`config.mk`:
```
export PLATFORM = sky130hd
export DESIGN_NAME = mpc_mul
export DESIGN_NICKNAME = d
export VERILOG_FILES = /design/src/sv/mpc_mul.sv
export SDC_FILE = /design/constraint.sdc
export NUM_CORES = 2
export LEC_CHECK = 0
export BUFFER_PORTS_ARGS = -buffer_cell sky130_fd_sc_hd__buf_2
export CORE_MARGIN = 2
export CORE_UTILIZATION = 35
export DETAILED_ROUTE_END_ITERATION = 10
export PLACE_DENSITY_LB_ADDON = 0.15
export SLEW_MARGIN = 20
export SYNTH_ARGS = -nofsm -noshare
export SYNTH_HDL_FRONTEND = slang
export SYNTH_SLANG_ARGS = --single-unit
```
`constraint.sdc`:
```
create_clock -name clk_i -period 12.1 [get_ports clk_i]
set_clock_uncertainty 0.15 [all_clocks]
set_input_delay 2.42 -clock clk_i [delete_from_list [all_inputs] [get_ports clk_i]]
set_output_delay 2.42 -clock clk_i [all_outputs]
set_load 0.05 [all_outputs]
```
`src/sv/mpc_mul.sv`:
```
// ----------------------------------------------------------------------------
// mpc_mul
// shared signed 32x32 multiplier with a registered 64-bit product
// ----------------------------------------------------------------------------
`default_nettype none

module mpc_mul (
  input  wire logic               clk_i,
  input  wire logic signed [31:0] a_i,
  input  wire logic signed [31:0] b_i,
  output logic signed [63:0]      p_o
);

  logic signed [63:0] p_q;

  always_ff @(posedge clk_i) begin
    p_q <= 64'(a_i) * 64'(b_i);
  end

  assign p_o = p_q;

endmodule

`default_nettype wire

```
==> results.md <==
- CP endpoint kind: register
- Root Driver: clkbuf_16
- Post-DP HPWL: 91070 um
- DIE HEIGHT: 330.2 um
- Register Area: 1281 um^2
- Max-Cap Viols: 0
- RSZ-0062 raised after global routing: false
- Non-Filler Instances: 5264
- Critical-path maximum fanout: 32
- Sequential fraction of the synthesis area: 3.440%
- GRT Util Overall: 21.58%
- Via/cell ratio: 4.774
- Overall routed net length: 110000 um
- Design area: 39490 um^2
- Cell variety after synth: 63
- Placer Congestion: 0.8135
- Most frequent CP cell: fa_1
- Area delta synth->final: 6.024%
- Footprint of the multi-input gates: 31630 um^2
- First-pass GRT wire length: 176000 um
- Yosys reg bits: 64
- Area of the mapped netlist: 37240 um^2
- Fin crit share: 88.94%
- CTS HTree Levels: 3
- Critical Path RT: 12300 ps
- Max Clock Freq: 92.92 MHz
- Port bufs: 128
- Initial antenna violation count: 12
- Worst Setup Start Kind: primary input
- Worst Path Arrival: 10960 ps
- Area of the die: 109000 um^2
- Layout cells sized above 1: 5.375%
- Row count: 119
- Max_slew headroom: 32.74%
- Vias in the first global route: 28540
- Fin crit period: 10760 ps
- Die Wd: 330.2 um
- CTS tree: yes
- CP bufs+invs: 9
- Cells after Synth: 3884
- Fill cells: 10820
- IO Pins: 129
- Post-synth EDFFs: 0
- Crit-path max cell delay: 630 ps
- Top FF cell, synth: dfxtp_1
- Top cell family by delay on the critical path: adder cells
- FFs w/ async S/R, synth: 0%
- Drt pass-1 iters: 8
- Global route overflow: 0
- Final Hold Viols: 0
- Setup-failing EPs final: 0
- Max clock buf depth: 2
- CP max-delay cell: fa_1
- Status: finished, violations left
- Worst min-delay path class: in2reg
- Syn avg cell area: 9.589 um^2
- CTS Sinks: 64
- Syn nets: 5215
- Clk pin slew, worst setup/hold paths: 70 ps
- Max reg flops: 64
- Detail Route Antenna Nets: 0
- Hold buffer count at CTS: 0
- CTS buffer count: 9
- Starting density of the core: 35.33%
- Failing checks: DRC
- Synthesis Warnings: 0
- Post-DR wirelength/cell: 20.90 um
- Post-route DRC: 12
- Final TNS setup: 0 ps
- Setup repair bufs after CTS: 0
- Fin. max-slew vios: 0
- Final net count: 5197
- Post-cts resize count: 0
- Pin count of the biggest net entering global routing: 33
- Placed cell count: 5246
- Worst-margin pin slew: 1009 ps
- DRT iter0 DRCs: 985
- Placed Area: 39200 um^2
- Critical Setup Path Class: in2reg
- Via Count: 25130
- Core ar.: 105400 um^2
-- cell usage after synthesis (15+ instances only) --
| library cell | count | area (um^2) |
|---|---|---|
| nor2_1 | 42 | 157.7 |
| inv_1 | 952 | 3573 |
| fa_1 | 1082 | 21660 |
| nand3_1 | 15 | 75.07 |
| o21ai_0 | 28 | 140.1 |
| xnor2_1 | 53 | 464.2 |
| xor2_1 | 22 | 192.7 |
| and2_1 | 516 | 3228 |
| o21bai_1 | 15 | 112.6 |
| clkbuf_1 | 195 | 732.0 |
| a21o_1 | 23 | 172.7 |
| dfxtp_1 | 64 | 1281 |
| ha_1 | 184 | 2302 |
| a21oi_1 | 68 | 340.3 |
| nand2_1 | 511 | 1918 |
-- layer usage --
metal	global-route usage, %	vias up	wire length (um)
met1	28.65	13570	47200
met3	2.120	92	3470
met4	5.066	14	2331
li1	-	11020	-
met5	0	-	80
met2	37.99	436	56930
-- metrics by stage --
step / worst slack (ps) / hold slack (ps) / util, %
after CTS: 1254 / 2501 / 37.45
final: 1338 / 2495 / 37.46
after global placement: 840.4 / 2741 / 37.19
after floorplan: 2269 / 2397 / -
after detailed placement: 836.8 / 2738 / 37.19
after global routing: 867.3 / 2525 / 37.45
-- cell families (layout without fill, tap and decap cells) --
| logic type | count (synthesis) | in the layout | synth area share, % |
|---|---|---|---|
| AO/OA/AOI/OAI | 193 | 193 | 3.464 |
| AND/OR/NAND/NOR | 1134 | 1134 | 15.37 |
| other | 0 | 3 | 0 |
| XOR/XNOR | 75 | 75 | 1.764 |
| flip-flops | 64 | 64 | 3.440 |
| adder cells (fa/ha/maj) | 1266 | 1266 | 64.34 |
| buffers and inverters | 1152 | 1138 | 11.62 |
-- placed cells by master, fill, tap and decap left out, types with 4 or more instances in the layout --
cell type / n
a211oi_1: 4
a21o_1: 23
a21oi_1: 68
a31oi_1: 12
and2_1: 516
and3_1: 7
buf_2: 128
buf_4: 42
clkbuf_16: 9
dfxtp_1: 64
fa_1: 1082
ha_1: 184
inv_1: 952
nand2_1: 511
nand2b_1: 9
nand3_1: 15
nand4_1: 7
nor2_1: 42
nor3_1: 6
o21a_1: 4
o21ai_0: 28
o21bai_1: 15
o31ai_1: 6
or3_1: 4
xnor2_1: 53
xor2_1: 22
-- worst paths after layout --
| kind | endpoint | start | slack [ps] | cells past startpoint |
|---|---|---|---|---|
| setup / recovery | p_o[62] | b_i[6] | 1340 | 26 |
| hold / removal | p_o[0] | b_i[0] | 2490 | 2 |
-- area by class of cell --
class,count,area share (%)
Timing Repair Buffer,171,2.472
Tap cell,1391,4.408
Inverter,952,9.050
Sequential cell,64,3.245
Antenna cell,3,0.01901
Clock inverter,3,0.04436
Clock buffer,12,0.6496
Multi-Input combinational cell,2668,80.11
Power is not shown: default switching activity piles up to over one toggle a cycle in this logic, so the estimate is an artifact.
