**src/sv/mpc_pkg.sv**
```systemverilog
// ----------------------------------------------------------------------------
// mpc_pkg
// shared types, constants and helpers for the mandelbrot pixel engine
// ----------------------------------------------------------------------------
`default_nettype none

package mpc_pkg;

  // default bounds for the top level parameters
  localparam int unsigned MAX_DIM_DEF    = 4096;
  localparam int unsigned ITER_LIMIT_DEF = 4096;

  // port widths
  localparam int unsigned CFG_W      = 13;
  localparam int unsigned CFG_ADDR_W = 2;
  localparam int unsigned COORD_W    = 12;
  localparam int unsigned INTENS_W   = 8;
  localparam int unsigned ADDR_W     = 24;

  // configuration register indexes
  typedef enum logic [CFG_ADDR_W-1:0] {
    REG_IMAGE_WIDTH  = 2'd0,
    REG_IMAGE_HEIGHT = 2'd1,
    REG_MAX_ITER     = 2'd2
  } cfg_reg_e;

  localparam logic [CFG_W-1:0] WIDTH_RST    = 13'd640;
  localparam logic [CFG_W-1:0] HEIGHT_RST   = 13'd480;
  localparam logic [CFG_W-1:0] MAX_ITER_RST = 13'd256;

  // divider geometry
  localparam int unsigned DIV_NUM_W     = 32;
  localparam int unsigned DIV_DEN_W_DEF = 13;

  // q5.27 constants
  localparam int unsigned FRAC = 27;
  localparam logic [DIV_NUM_W-1:0] STEP_R_NUM = 32'd402653184;   // 3.0 in q5.27
  localparam logic [DIV_NUM_W-1:0] STEP_I_NUM = 32'd469762048;   // 3.5 in q5.27
  localparam logic signed [31:0]   ORIGIN_R   = -32'sd268435456; // -2.0
  localparam logic signed [31:0]   ORIGIN_I   = -32'sd234881024; // -1.75
  localparam logic [63:0]          ESC_LIM    = 64'h0100_0000_0000_0000; // 4.0 in q10.54

  localparam logic signed [65:0] SAT_HI = 66'sd2147483647;
  localparam logic signed [65:0] SAT_LO = -66'sd2147483648;

  // clip a wide signed value to the signed 32-bit range
  function automatic logic signed [31:0] sat32(input logic signed [65:0] v);
    logic signed [31:0] res;
    if (v > SAT_HI) begin
      res = 32'sh7FFF_FFFF;
    end else if (v < SAT_LO) begin
      res = 32'sh8000_0000;
    end else begin
      res = v[31:0];
    end
    return res;
  endfunction

endpackage

`default_nettype wire

```
**src/sv/mpc_div.sv**
```systemverilog
// ----------------------------------------------------------------------------
// mpc_div
// unsigned restoring divider, one quotient bit per cycle
// ----------------------------------------------------------------------------
`default_nettype none

module mpc_div #(
  parameter int unsigned NUM_W = mpc_pkg::DIV_NUM_W,
  parameter int unsigned DEN_W = mpc_pkg::DIV_DEN_W_DEF
) (
  input  wire logic             clk_i,
  input  wire logic             rst_ni,
  input  wire logic             start_i,
  input  wire logic [NUM_W-1:0] num_i,
  input  wire logic [DEN_W-1:0] den_i,
  output logic                  done_o,
  output logic      [NUM_W-1:0] quo_o
);

  localparam int unsigned CNT_W = $clog2(NUM_W + 1);

  logic [CNT_W-1:0] cnt_q;
  logic             done_q;
  logic [NUM_W-1:0] num_q, num_d;
  logic [DEN_W-1:0] den_q;
  logic [DEN_W-1:0] rem_q, rem_d;
  logic [DEN_W:0]   rem_sh, rem_diff;
  logic             ge;

  always_comb begin
    rem_sh   = {rem_q, num_q[NUM_W-1]};
    rem_diff = rem_sh - {1'b0, den_q};
    ge       = (rem_sh >= {1'b0, den_q});
    rem_d    = ge ? rem_diff[DEN_W-1:0] : rem_sh[DEN_W-1:0];
    num_d    = {num_q[NUM_W-2:0], ge};
  end

  always_ff @(posedge clk_i or negedge rst_ni) begin
    if (!rst_ni) begin
      cnt_q  <= '0;
      done_q <= 1'b0;
    end else if (start_i) begin
      cnt_q  <= CNT_W'(NUM_W);
      done_q <= 1'b0;
    end else if (cnt_q != '0) begin
      cnt_q  <= cnt_q - 1'b1;
      done_q <= (cnt_q == CNT_W'(1));
    end else begin
      done_q <= 1'b0;
    end
  end

  // quotient bits shift in at the bottom of the dividend register
  always_ff @(posedge clk_i) begin
    if (start_i) begin
      num_q <= num_i;
      den_q <= den_i;
      rem_q <= '0;
    end else if (cnt_q != '0) begin
      num_q <= num_d;
      rem_q <= rem_d;
    end
  end

  assign done_o = done_q;
  assign quo_o  = num_q;

endmodule

`default_nettype wire
```
**config.mk**
```make
export PLATFORM = sky130hd
export DESIGN_NAME = mpc_div
export DESIGN_NICKNAME = d
export VERILOG_FILES = /design/src/sv/mpc_pkg.sv /design/src/sv/mpc_div.sv
export SDC_FILE = /design/constraint.sdc
export NUM_CORES = 1
export LEC_CHECK = 0
export ABC_AREA = 1
export BUFFER_PORTS_ARGS = -buffer_cell sky130_fd_sc_hd__buf_4
export CAP_MARGIN = 20
export CELL_PAD_IN_SITES_DETAIL_PLACEMENT = 1
export CELL_PAD_IN_SITES_GLOBAL_PLACEMENT = 1
export CORE_MARGIN = 5
export CORE_UTILIZATION = 43
export CTS_BUF_LIST = sky130_fd_sc_hd__clkbuf_16
export DETAILED_ROUTE_END_ITERATION = 12
export GPL_ROUTABILITY_DRIVEN = 0
export PLACE_DENSITY_LB_ADDON = 0.1
export SLEW_MARGIN = 20
export SYNTH_ARGS = -nofsm -noshare
export SYNTH_HDL_FRONTEND = slang
export SYNTH_SLANG_ARGS = --single-unit
```
**constraint.sdc**
```tcl
create_clock -name clk_i -period 6 [get_ports clk_i]
set_clock_uncertainty 0.2 [all_clocks]
set_input_delay 1.2 -clock clk_i [delete_from_list [all_inputs] [get_ports clk_i]]
set_output_delay 1.2 -clock clk_i [all_outputs]
set_load 0.03 [all_outputs]
```
==> flow_results.xml <==
<?xml version="1.0" encoding="UTF-8"?>
<metrics>
  <group name="outcome">
    <metric name="outcome" unit="">finished, final reports clean</metric>
  </group>
  <group name="global_routing">
    <metric name="busiest_layer" unit="">met2</metric>
    <metric name="groute.layer.met1.usage" unit="%">24.61</metric>
    <metric name="grt_util_met2" unit="%">37.08</metric>
    <metric name="number_of_global_route_vias_before_repair" unit="">3570</metric>
    <metric name="grt_remaining_overflow" unit="">0</metric>
    <metric name="antenna_found_initial" unit="">0</metric>
    <metric name="use_met3" unit="%">5.870</metric>
    <metric name="grt_start_max_net_pins" unit="">49</metric>
    <metric name="grt_pass1_wl" unit="µm">16900</metric>
    <metric name="gr-usage-all-layers" unit="%">20.92</metric>
  </group>
  <group name="yosys">
    <metric name="ys.warnings.count" unit="">0</metric>
    <metric name="syn_area_per_cell" unit="µm²">8.068</metric>
    <metric name="synth.area.top_cells" unit="">sky130_fd_sc_hd__edfxtp_1, sky130_fd_sc_hd__nand2_1, sky130_fd_sc_hd__inv_1</metric>
    <metric name="cell_area_after_technology_mapping" unit="mm²">0.003655</metric>
    <metric name="postSynth.topFlopCell" unit="">sky130_fd_sc_hd__edfxtp_1</metric>
    <metric name="number_of_synthesized_flops_with_an_enable_pin" unit="">45</metric>
    <metric name="synth_largest_area_cell" unit="">sky130_fd_sc_hd__edfxtp_1</metric>
    <metric name="synth_seq_area_share" unit="%">48.89</metric>
    <metric name="synthDominantCellAreaShare" unit="%">36.97</metric>
    <metric name="syn-instance-count" unit="">453</metric>
    <metric name="synth.most_common_cell" unit="">sky130_fd_sc_hd__nand2_1</metric>
    <metric name="ys_ff_latch" unit="">65</metric>
    <metric name="async_set_or_reset_flop_fraction_in_the_synthesized_netlist" unit="%">10.77</metric>
    <metric name="syn_nets" unit="">517</metric>
    <metric name="yosys.cell_types.count" unit="">32</metric>
    <metric name="synth.top_cells.by_count" unit="">sky130_fd_sc_hd__nand2_1, sky130_fd_sc_hd__inv_1, sky130_fd_sc_hd__edfxtp_1</metric>
  </group>
  <group name="power_and_ir_drop">
    <metric name="powerDensity" unit="mW/mm²">423.9</metric>
    <metric name="leakage" unit="µW">0.002438</metric>
    <metric name="vdd_ir_drop_max" unit="mV">0.1684</metric>
  </group>
  <group name="placed_design">
    <metric name="dpl.hpwl" unit="µm">7515</metric>
    <metric name="buffer_ports.inserted" unit="">80</metric>
    <metric name="placedInstanceArea" unit="mm²">0.004347</metric>
    <metric name="dp_slack" unit="ps">2597</metric>
    <metric name="dp_cells" unit="">630</metric>
  </group>
  <group name="floorplan">
    <metric name="coreArea" unit="mm²">0.008258</metric>
    <metric name="dieArea" unit="mm²">0.01044</metric>
    <metric name="chipHeight" unit="µm">102.2</metric>
    <metric name="floorplan.die.width" unit="µm">102.2</metric>
    <metric name="start_util" unit="%">44.26</metric>
    <metric name="std_cell_rows" unit="">33</metric>
    <metric name="io-pin-count" unit="">81</metric>
  </group>
  <group name="cells_and_area">
    <metric name="areaGrowthSynthToFinish" unit="%">26.60</metric>
    <metric name="fillers" unit="">1038</metric>
    <metric name="multiInputGateArea" unit="mm²">0.001539</metric>
    <metric name="layout.cell_area.non_filler" unit="mm²">0.004627</metric>
    <metric name="layoutNonFillerInstCount" unit="">646</metric>
    <metric name="num-nets-final" unit="">600</metric>
    <metric name="antennaDiodeCount" unit="">0</metric>
    <metric name="seqCellArea" unit="mm²">0.001787</metric>
    <metric name="drive_above_1_share" unit="%">21.44</metric>
  </group>
  <group name="clock_tree">
    <metric name="post_cts_hold_buffer_count" unit="">0</metric>
    <metric name="cts.root.buffer_cell" unit="">sky130_fd_sc_hd__clkbuf_16</metric>
    <metric name="numCtsBuffers" unit="">9</metric>
    <metric name="cts_num_sinks" unit="">65</metric>
    <metric name="clk_pin_slew_worst_paths" unit="ps">50</metric>
    <metric name="post_cts_resized" unit="">0</metric>
    <metric name="cts_tree" unit="">built</metric>
    <metric name="cts_setup_buffers" unit="">0</metric>
    <metric name="clock_latency" unit="ps">330</metric>
    <metric name="clock_path_buffers" unit="">2</metric>
    <metric name="htree_levels" unit="">3</metric>
  </group>
  <group name="timing">
    <metric name="final_max_slew_viol_count" unit="">0</metric>
    <metric name="finalWorstPathRequiredPeriod" unit="ps">3130</metric>
    <metric name="finalSetupViolations" unit="">0</metric>
    <metric name="worst_pin_slew" unit="ps">794.7</metric>
    <metric name="unrepaired_setup_endpoints_after_global_routing" unit="">no</metric>
    <metric name="setup_total_negative_slack" unit="ps">0</metric>
    <metric name="hold_viol" unit="">0</metric>
    <metric name="slew-limit-headroom" unit="%">46.96</metric>
    <metric name="finalHoldWorstSlack" unit="ps">279.8</metric>
    <metric name="maxClockFrequency" unit="GHz">0.3195</metric>
    <metric name="final_critical_path_setup_slack" unit="ps">2870</metric>
    <metric name="final.period_utilization" unit="%">52.16</metric>
  </group>
  <group name="worst_setup_path">
    <metric name="critPathKind" unit="">primary input to register</metric>
    <metric name="r2r_cells" unit="">7</metric>
    <metric name="crit_buf_inv" unit="">3</metric>
    <metric name="worstPathRequired" unit="ps">5850</metric>
    <metric name="timing.critical_path.max_delay_family" unit="">buffers and inverters</metric>
    <metric name="r2r-end" unit="">quo_o[14]$_DFFE_PP_</metric>
    <metric name="critical_path.startpoint" unit="">start_i</metric>
    <metric name="critical_path.cell_chain" unit="">buf_4 &gt; nor2_2 &gt; inv_1 &gt; buf_4</metric>
    <metric name="cpPeakStageDelay" unit="ps">700</metric>
    <metric name="timing.critical_path.depth" unit="">4</metric>
    <metric name="cp-start-kind" unit="">primary input</metric>
    <metric name="regToRegSetupSlack" unit="ps">3100</metric>
    <metric name="setup.worst_path.end" unit="">quo_o[14]$_DFFE_PP_</metric>
    <metric name="critical_path_peak_fanout" unit="">48</metric>
    <metric name="worst_setup_path_end_kind" unit="">register</metric>
    <metric name="cpMostUsedCell" unit="">sky130_fd_sc_hd__buf_4</metric>
    <metric name="cp.arrival" unit="ps">2980</metric>
    <metric name="r2r_start" unit="">cnt_q[4]$_DFFE_PN0P_</metric>
    <metric name="cpMaxStageDelayCell" unit="">sky130_fd_sc_hd__nor2_2</metric>
  </group>
  <group name="job">
    <metric name="drv.max_cap_violation_count" unit="">0</metric>
  </group>
  <group name="detailed_routing">
    <metric name="ant_nets" unit="">0</metric>
    <metric name="first_iter_violations" unit="">93</metric>
    <metric name="total_length_of_routed_wires" unit="µm">10150</metric>
    <metric name="wl_per_cell" unit="µm">15.71</metric>
    <metric name="first_pass_iters" unit="">4</metric>
    <metric name="drt-vias-per-instance" unit="">5.043</metric>
    <metric name="route.vias.total" unit="">3258</metric>
    <metric name="detail_route.drc_violations" unit="">0</metric>
  </group>
  <group name="hold_path">
    <metric name="min-delay-path-class" unit="">register to register</metric>
  </group>
</metrics>
how the worst min path moves through the flow:
stage | startpoint | endpoint | cells past startpoint
2_1_floorplan | rem_q[12]$_SDFFE_PP0P_ | rem_q[12]$_SDFFE_PP0P_ | 2
3_3_place_gp | rem_q[5]$_SDFFE_PP0P_ | rem_q[5]$_SDFFE_PP0P_ | 2
3_5_place_dp | rem_q[8]$_SDFFE_PP0P_ | rem_q[8]$_SDFFE_PP0P_ | 2
4_1_cts | rem_q[12]$_SDFFE_PP0P_ | rem_q[12]$_SDFFE_PP0P_ | 2
5_1_grt | rem_q[5]$_SDFFE_PP0P_ | rem_q[5]$_SDFFE_PP0P_ | 2
6_report | rem_q[12]$_SDFFE_PP0P_ | rem_q[12]$_SDFFE_PP0P_ | 2
report_power, final:
part           switching [µW]  internal [µW]  total [µW]
logic                     510            282         792
clock network             185            314         499
registers                73.0            597         670
kinds of logic after synthesis:
family / after synthesis / synth area share, %
xor gates and xnor gates: 8 / 1.917
AOI/OAI and AO/OA: 14 / 2.431
adders and majority gates: 16 / 5.683
and+or+nand+nor: 267 / 32.08
buffers and inverters: 83 / 9.004
DFF: 65 / 48.89
area by class of cell:
cell class / count / area share, %
clock buffers: 9 / 4.867
well taps: 105 / 2.839
inverters: 73 / 5.922
flip-flops and latches: 65 / 38.62
multi-input cells: 305 / 33.26
clock inverters: 7 / 1.190
repair buffers: 82 / 13.30
worst reg2reg max path, cell delays in order, from the launching register on:
cell and delay, ps:
sky130_fd_sc_hd__dfrtp_1 400, sky130_fd_sc_hd__nor2_1 250, sky130_fd_sc_hd__nand3_1 150, sky130_fd_sc_hd__nor2_1 140, sky130_fd_sc_hd__inv_1 100, sky130_fd_sc_hd__nor2_2 620
sky130_fd_sc_hd__inv_1 410, sky130_fd_sc_hd__buf_4 360
through the flow:
step           util, %  total power (µW)
2_1_floorplan        -              1225
3_3_place_gp     52.64              1424
3_5_place_dp     52.64              1461
4_1_cts          56.03              1977
5_1_grt          56.03              2089
6_report         56.03              1961
sequential cells by signal, indices dropped and copies added, names as in the netlist:
register	count
done_o	1
quo_o	32
cnt_q	6
den_q	13
rem_q	13
layout by cell type, fill, tap and decap left out:
cell type / count
sky130_fd_sc_hd__fa_1: 1
sky130_fd_sc_hd__buf_4: 82
sky130_fd_sc_hd__o21bai_1: 1
sky130_fd_sc_hd__nor2_2: 3
sky130_fd_sc_hd__xnor2_1: 5
sky130_fd_sc_hd__clkinv_2: 2
sky130_fd_sc_hd__o21ai_0: 5
sky130_fd_sc_hd__dfrtp_1: 7
sky130_fd_sc_hd__dfxtp_1: 13
sky130_fd_sc_hd__clkbuf_16: 9
sky130_fd_sc_hd__nand2_4: 1
sky130_fd_sc_hd__a21oi_1: 4
sky130_fd_sc_hd__bufinv_16: 1
sky130_fd_sc_hd__nand3_1: 23
sky130_fd_sc_hd__edfxtp_1: 45
sky130_fd_sc_hd__nand4_1: 13
sky130_fd_sc_hd__clkinv_1: 2
sky130_fd_sc_hd__nand3_2: 5
sky130_fd_sc_hd__nor2_1: 20
sky130_fd_sc_hd__inv_1: 73
sky130_fd_sc_hd__o22ai_1: 1
sky130_fd_sc_hd__xor2_1: 3
sky130_fd_sc_hd__nand2_1: 191
sky130_fd_sc_hd__nand2_2: 6
sky130_fd_sc_hd__inv_2: 2
sky130_fd_sc_hd__and2_4: 1
sky130_fd_sc_hd__a21oi_4: 1
sky130_fd_sc_hd__a31oi_1: 1
sky130_fd_sc_hd__a211oi_1: 1
sky130_fd_sc_hd__ha_1: 15
sky130_fd_sc_hd__nor3_1: 1
sky130_fd_sc_hd__nand3_4: 3
routing by layer:
layer / vias up / share of wire (%)
met3: 12 / 5.5
met4: 0 / 1.4
met5: - / 0
met2: 87 / 51
met1: 1571 / 42
li1: 1588 / -
Note: power is estimated with default switching activity, not from simulation.
